$ cat config.mk
export PLATFORM = sky130hd
export DESIGN_NAME = signed_decimal_divider
export DESIGN_NICKNAME = d
export VERILOG_FILES = /design/src/rtl/sdd_pkg.sv /design/src/rtl/sdd_alu.sv /design/src/rtl/sdd_ctrl.sv /design/src/rtl/signed_decimal_divider.sv
export SDC_FILE = /design/constraint.sdc
export NUM_CORES = 1
export LEC_CHECK = 0
export BUFFER_PORTS_ARGS = -buffer_cell sky130_fd_sc_hd__buf_2
export CORE_UTILIZATION = 60
export DETAILED_ROUTE_END_ITERATION = 6
export PLACE_DENSITY = 0.8
export SLEW_MARGIN = 10
export SYNTH_ARGS = -nofsm -noshare
export SYNTH_HDL_FRONTEND = slang
export SYNTH_HIERARCHICAL = 1
export SYNTH_SLANG_ARGS = --single-unit
export TNS_END_PERCENT = 30
$ cat constraint.sdc
create_clock -name clk -period 12.79 [get_ports clk]
set_input_delay 2.558 -clock clk [delete_from_list [all_inputs] [get_ports clk]]
set_output_delay 2.558 -clock clk [all_outputs]
set_load 0.02 [all_outputs]
$ cat src/rtl/sdd_pkg.sv
`timescale 1ns / 1ps
`default_nettype none
// ----------------------------------------------------------------------------
// sdd_pkg
// Shared types, constants and helpers for the signed decimal divider.
// ----------------------------------------------------------------------------
package sdd_pkg;

  localparam int DATA_WIDTH_DEF = 32;
  localparam int MAX_DIGITS_DEF = 6;

  localparam int IN_W        = 32;
  localparam int OUT_W       = 52;
  localparam int OUT_TDATA_W = 56;
  localparam int CFG_W       = 3;

  localparam logic [CFG_W-1:0] CFG_RESET = 3'd2;

  typedef enum logic [1:0] {
    ST_IDLE,
    ST_SCALE,
    ST_DIVIDE,
    ST_FINISH
  } sdd_state_t;

  typedef struct packed {
    logic load;
    logic scale;
    logic divide;
    logic finish;
  } sdd_ctl_t;

  function automatic longint pow10(input int n);
    longint p;
    p = 1;
    for (int i = 0; i < n; i++) begin
      p = p * 10;
    end
    return p;
  endfunction

endpackage
`default_nettype wire

$ cat src/rtl/sdd_alu.sv
`timescale 1ns / 1ps
`default_nettype none
// ----------------------------------------------------------------------------
// sdd_alu
// Shared adder/subtractor used for both decimal scaling and division steps.
// ----------------------------------------------------------------------------
module sdd_alu #(
  parameter int AW = 53
) (
  input  wire logic [AW-1:0] op_a,
  input  wire logic [AW-1:0] op_b,
  input  wire logic          sub,
  output logic      [AW-1:0] res
);

  logic [AW-1:0] b_eff;

  assign b_eff = sub ? ~op_b : op_b;
  assign res   = op_a + b_eff + AW'(sub);

endmodule
`default_nettype wire

$ cat src/rtl/sdd_ctrl.sv
`timescale 1ns / 1ps
`default_nettype none
// ----------------------------------------------------------------------------
// sdd_ctrl
// Sequencer: accept, scale by ten per digit, one quotient bit per step, finish.
// ----------------------------------------------------------------------------
module sdd_ctrl #(
  parameter int NW = 52
) (
  input  wire logic                      clk,
  input  wire logic                      rst_n,
  input  wire logic                      in_valid,
  input  wire logic                      div_zero,
  input  wire logic [sdd_pkg::CFG_W-1:0] digits,
  input  wire logic                      out_busy,
  output logic                           in_ready,
  output sdd_pkg::sdd_ctl_t              ctl
);
  import sdd_pkg::*;

  localparam int CW = $clog2(NW);

  sdd_state_t      state_r, state_nxt;
  logic [CW-1:0]   cnt_r, cnt_nxt;

  always_ff @(posedge clk) begin
    if (!rst_n) begin
      state_r <= ST_IDLE;
      cnt_r   <= '0;
    end else begin
      state_r <= state_nxt;
      cnt_r   <= cnt_nxt;
    end
  end

  always_comb begin
    state_nxt = state_r;
    cnt_nxt   = cnt_r;
    case (state_r)
      ST_IDLE: begin
        if (in_valid) begin
          if (div_zero) begin
            state_nxt = ST_FINISH;
          end else if (digits == '0) begin
            state_nxt = ST_DIVIDE;
            cnt_nxt   = CW'(NW - 1);
          end else begin
            state_nxt = ST_SCALE;
            cnt_nxt   = CW'(digits) - CW'(1);
          end
        end
      end
      ST_SCALE: begin
        if (cnt_r == '0) begin
          state_nxt = ST_DIVIDE;
          cnt_nxt   = CW'(NW - 1);
        end else begin
          cnt_nxt = cnt_r - CW'(1);
        end
      end
      ST_DIVIDE: begin
        if (cnt_r == '0) begin
          state_nxt = ST_FINISH;
        end else begin
          cnt_nxt = cnt_r - CW'(1);
        end
      end
      ST_FINISH: begin
        if (!out_busy) begin
          state_nxt = ST_IDLE;
        end
      end
      default: begin
        state_nxt = ST_IDLE;
      end
    endcase
  end

  always_comb begin
    in_ready   = 1'b0;
    ctl        = '0;
    case (state_r)
      ST_IDLE: begin
        in_ready = 1'b1;
        ctl.load = in_valid;
      end
      ST_SCALE: begin
        ctl.scale = 1'b1;
      end
      ST_DIVIDE: begin
        ctl.divide = 1'b1;
      end
      ST_FINISH: begin
        ctl.finish = !out_busy;
      end
      default: begin
        in_ready = 1'b0;
      end
    endcase
  end

endmodule
`default_nettype wire

$ cat src/rtl/signed_decimal_divider.sv
`timescale 1ns / 1ps
`default_nettype none
// ----------------------------------------------------------------------------
// signed_decimal_divider
// Signed divide giving the quotient scaled by ten to a configured digit count.
// ----------------------------------------------------------------------------
// One word is taken at a time. After acceptance the dividend magnitude is
// multiplied by ten once per fraction digit, then divided by the divisor
// magnitude one quotient bit per cycle, both on a single shared adder. The
// scaled quotient is NW bits wide, DATA_WIDTH plus the bits of ten to
// MAX_DIGITS. A zero divisor skips scaling and division and goes straight
// to the final step. A stalled earlier result holds the final step.
// in_tready is low while busy.
// The result is truncated toward zero; fraction_digits above MAX_DIGITS
// saturates. A zero divisor returns zero with the flag set.
// ----------------------------------------------------------------------------
module signed_decimal_divider #(
  parameter int DATA_WIDTH = sdd_pkg::DATA_WIDTH_DEF,
  parameter int MAX_DIGITS = sdd_pkg::MAX_DIGITS_DEF
) (
  input  wire logic                            clk,
  input  wire logic                            rst_n,
  // dividend [31:0], divisor [63:32]
  input  wire logic [2*sdd_pkg::IN_W-1:0]      in_tdata,
  input  wire logic                            in_tvalid,
  output logic                                 in_tready,
  // quotient_scaled [51:0], zero pad [55:52]
  output logic [sdd_pkg::OUT_TDATA_W-1:0]      out_tdata,
  // divide_by_zero [0]
  output logic                                 out_tuser,
  output logic                                 out_tvalid,
  input  wire logic                            out_tready,
  input  wire logic                            cfg_we,
  input  wire logic [sdd_pkg::CFG_W-1:0]       cfg_wdata
);
  import sdd_pkg::*;

  localparam int W  = DATA_WIDTH;
  localparam int NW = DATA_WIDTH + $clog2(pow10(MAX_DIGITS));
  localparam int AW = NW + 1;

  logic [CFG_W-1:0] digits_r;
  logic [CFG_W-1:0] digits_sat;

  logic [W-1:0]     raw_a, raw_b;
  logic [W-1:0]     mag_a, mag_b;
  logic             sgn_a, sgn_b;
  logic             div_zero;

  logic [NW-1:0]    nq_r, nq_nxt;
  logic [W-1:0]     rem_r, rem_nxt;
  logic [W-1:0]     dvs_r;
  logic             neg_r, dz_r;

  logic [W:0]       rem_sh;
  logic [AW-1:0]    op_a, op_b, alu_res;
  logic             alu_sub;

  logic                 out_valid_r, out_valid_nxt;
  logic [OUT_W-1:0]     out_q_r, out_q_nxt;
  logic                 out_dz_r;
  logic [OUT_W-1:0]     q_mag;

  sdd_ctl_t ctl;

  always_ff @(posedge clk) begin
    if (!rst_n) begin
      digits_r <= CFG_RESET;
    end else if (cfg_we) begin
      digits_r <= cfg_wdata;
    end
  end

  assign digits_sat = (digits_r > CFG_W'(MAX_DIGITS)) ? CFG_W'(MAX_DIGITS) : digits_r;

  assign raw_a    = in_tdata[W-1:0];
  assign raw_b    = in_tdata[IN_W+W-1:IN_W];
  assign sgn_a    = raw_a[W-1];
  assign sgn_b    = raw_b[W-1];
  assign mag_a    = sgn_a ? (~raw_a + W'(1)) : raw_a;
  assign mag_b    = sgn_b ? (~raw_b + W'(1)) : raw_b;
  assign div_zero = (raw_b == '0);

  sdd_ctrl #(
    .NW(NW)
  ) u_ctrl (
    .clk      (clk),
    .rst_n    (rst_n),
    .in_valid (in_tvalid),
    .div_zero (div_zero),
    .digits   (digits_sat),
    .out_busy (out_valid_r && !out_tready),
    .in_ready (in_tready),
    .ctl      (ctl)
  );

  assign rem_sh = {rem_r, nq_r[NW-1]};

  always_comb begin
    if (ctl.scale) begin
      op_a    = AW'(nq_r) << 3;
      op_b    = AW'(nq_r) << 1;
      alu_sub = 1'b0;
    end else begin
      op_a    = AW'(rem_sh);
      op_b    = AW'(dvs_r);
      alu_sub = 1'b1;
    end
  end

  sdd_alu #(
    .AW(AW)
  ) u_alu (
    .op_a (op_a),
    .op_b (op_b),
    .sub  (alu_sub),
    .res  (alu_res)
  );

  always_comb begin
    nq_nxt  = nq_r;
    rem_nxt = rem_r;
    if (ctl.load) begin
      nq_nxt  = NW'(mag_a);
      rem_nxt = '0;
    end else if (ctl.scale) begin
      nq_nxt = alu_res[NW-1:0];
    end else if (ctl.divide) begin
      if (!alu_res[AW-1]) begin
        rem_nxt = alu_res[W-1:0];
        nq_nxt  = {nq_r[NW-2:0], 1'b1};
      end else begin
        rem_nxt = rem_sh[W-1:0];
        nq_nxt  = {nq_r[NW-2:0], 1'b0};
      end
    end
  end

  always_ff @(posedge clk) begin
    nq_r  <= nq_nxt;
    rem_r <= rem_nxt;
    if (ctl.load) begin
      dvs_r <= mag_b;
      neg_r <= sgn_a ^ sgn_b;
      dz_r  <= div_zero;
    end
  end

  assign q_mag = OUT_W'(nq_r);

  always_comb begin
    out_valid_nxt = out_valid_r;
    out_q_nxt     = out_q_r;
    if (ctl.finish) begin
      out_valid_nxt = 1'b1;
      if (dz_r) begin
        out_q_nxt = '0;
      end else if (neg_r) begin
        out_q_nxt = ~q_mag + OUT_W'(1);
      end else begin
        out_q_nxt = q_mag;
      end
    end else if (out_tready) begin
      out_valid_nxt = 1'b0;
    end
  end

  always_ff @(posedge clk) begin
    if (!rst_n) begin
      out_valid_r <= 1'b0;
    end else begin
      out_valid_r <= out_valid_nxt;
    end
  end

  always_ff @(posedge clk) begin
    out_q_r <= out_q_nxt;
    if (ctl.finish) begin
      out_dz_r <= dz_r;
    end
  end

  assign out_tvalid = out_valid_r;
  assign out_tdata  = OUT_TDATA_W'(out_q_r);
  assign out_tuser  = out_dz_r;

endmodule
`default_nettype wire

==> reports/metrics.cfg <==
[sta]
setup_viol=0
skew_ns=0.0114
rsz0062_at_grt=no
hold_viol_final=0
fmax_ghz=0.160
period_minus_slack_ns=6.25
slew_headroom_pct=34.4
final_max_slew_viol_count=0
fin_tns_setup_ns=0
worstMarginPinSlew_ns=0.974
fin_hold_ws_ns=0.510
setup_slack_ns=6.54
fin_crit_sh_pct=48.8

[yosys]
synth_cell_type_count=75
synth_top_cells_by_count=164 x nor2_1, 133 x o21ai_0, 128 x xor2_1
synth-async-reset-ratio_pct=0
yosysTopAreaCell=edfxtp_1
yosysWarnings=6
ys.flop_type=edfxtp_1
netlist_top_cells_area=edfxtp_1 25%, dfxtp_1 8.8%, xor2_1 7.7%
syn_inst=1710
synth_enable_flop_cells=119
ys_seq_area_share_pct=33.4
synth_area_mm2=0.0145
syn_area_per_cell_um2=8.51
ys_ff_latch=183
synth.most_common_cell=nor2_1
synth_top_area_share_pct=24.6

[critical_path]
r2r-start=u_ctrl/state_r[1]$_SDFFE_PN0P_
path_max_fanout=114
critPathLaunch=u_ctrl/state_r[1]$_SDFFE_PN0P_
crit_required_ns=12.95
worstPathArrival_ns=6.41
cp-end-kind=flip-flop
path_class=flip-flop to flip-flop
cp-start-kind=flip-flop

[cts]
htreeDepth=4
cts_buffer_depth=2
clkSlewWorstSetupHoldPaths_ns=0.08
cts.sink_count=183
hold_buffers=0
root_buffer=clkbuf_16
cts_setup_buffers=0
clock_latency_ns=0.44
numCtsBuffers=17
tritoncts=built
post_cts_resized=0

[global_routing]
grt_start_max_net_pins=115
grt-ovfl-total=0
antenna_found_initial=0
grt_pass1_vias=11200
grt_first_pass_wirelength_um=56400
grt_use_total_pct=28.8

[floorplanning]
dieArea_mm2=0.0249
dieWidth_um=158
rows=56
io_pins=131
die_h_um=158
initial_utilization_pct=61.6
core_area_mm2=0.0236

[drt]
wl_per_cell_um=17.0
dr.pass1.iters=5
ant_nets=0
vias=12600
drc=0
vias_per_cell=6.00
drt-initial-drc-count=1109
drt_wl_total_um=35600

[finish]
fin_cells=2097
drive_above_1_share_pct=11.9
final_nets=1906
fillers=1990
area_delta_synth_final_pct=9.07
multi_input_area_mm2=0.00892
regArea_mm2=0.00485
antenna_cells=0

[place]
place_ws_ns=6.63
gp_congestion=0.949
numPlacedInstances=2065
post-dp-hpwl_um=26800
io_buffers=126

[hold_path]
min_from=u_ctrl/state_r[1]$_SDFFE_PN0P_
holdCritPathClass=flip-flop to flip-flop

[run]
cap_violations=0

[outcome]
status=finished clean

-- placed cells by master (no fill, tap or decap), drive strengths merged, types with 16 or more instances in the layout --
cell    instances
clkbuf         18
and2           25
nand3          19
nand2         116
buf           137
nor2          164
ha             68
nor3           21
a21o           19
xor2          128
nor4           16
nand4          19
edfxtp        119
or3            18
mux2           18
o21ai         138
a211oi         62
xnor2          63
a21oi         126
o41ai          25
inv           111
o31ai          33
nor2b          52
mux2i          67
dfxtp          64
-- per-stage QoR --
stage	utilization (%)	cell area, µm²
6_report	67.2	15900
3_3_place_gp	64.7	15300
2_1_floorplan	-	14600
3_5_place_dp	64.7	15300
4_1_cts	67.2	15900
5_1_grt	67.2	15900
-- worst max-delay path, stage by stage (launching register included) --
cell and delay, ns:
dfxtp_1 0.34, inv_1 0.14, ha_4 0.40, buf_4 0.83, buf_4 0.65, nand2_1 0.16, o21ai_0 0.13, xor2_1 0.10
ha_1 0.36, nand2_1 0.12, nor2b_1 0.12, nand3_1 0.13, a2111oi_2 0.34, nor2_1 0.15, a31oi_1 0.36, a21oi_1 0.19
o21ai_0 0.31, xnor2_2 0.14, buf_4 0.50, nor2_1 0.09, a211oi_1 0.25, a21oi_1 0.06
-- path summary, 6_finish.rpt --
kind | endpoint | slack (ns) | cells past startpoint
setup / recovery | nq_r[0]$_DFFE_PP_ | 6.54 | 21
hold / removal | u_ctrl/state_r[1]$_SDFFE_PN0P_ | 0.51 | 2
setup reg to reg | nq_r[0]$_DFFE_PP_ | 6.54 | 21
hold reg to reg | u_ctrl/state_r[1]$_SDFFE_PN0P_ | 0.51 | 2
-- sequential cells by signal, summed over array words and instances, names as in the netlist --
signal,count
dz_r,1
out_tuser,1
dvs_r,32
digits_r,3
nq_r,52
out_tvalid,1
u_ctrl/cnt_r,6
rem_r,32
u_ctrl/state_r,2
neg_r,1
out_q_r,52
-- per-layer routing --
| metal | wire length, µm | part of all wire (%) | global-route usage [%] |
|---|---|---|---|
| met3 | 2660 | 7.5 | 3.34 |
| met4 | 453 | 1.3 | 7.54 |
| met5 | 0 | 0 | 0 |
| met2 | 15200 | 43 | 42.8 |
| met1 | 17300 | 49 | 43.8 |
-- cells by family (layout without fill, tap and decap cells) --
| group | count (synthesis) | after routing | share of synthesized area (%) |
|---|---|---|---|
| xor+xnor | 191 | 191 | 11.5 |
| simple gates | 502 | 502 | 17.1 |
| fa+ha+maj | 69 | 69 | 5.99 |
| buf+inv | 207 | 272 | 5.60 |
| other cells | 1 | 4 | 0.0258 |
| flops | 183 | 183 | 33.4 |
| mux | 85 | 85 | 6.03 |
| compound gates | 472 | 472 | 20.3 |
-- layout make-up --
cell class,instances,area share [%]
sequential,183,30.6
clock inverter,14,0.986
tap,319,2.52
timing repair buffer,137,4.50
inverter,103,2.44
clock buffer,18,2.71
multi-input combinational,1323,56.3
Power is left out: the tool's default activity adds up to more than one toggle a clock period on the data nets, which glitch-free logic cannot reach.
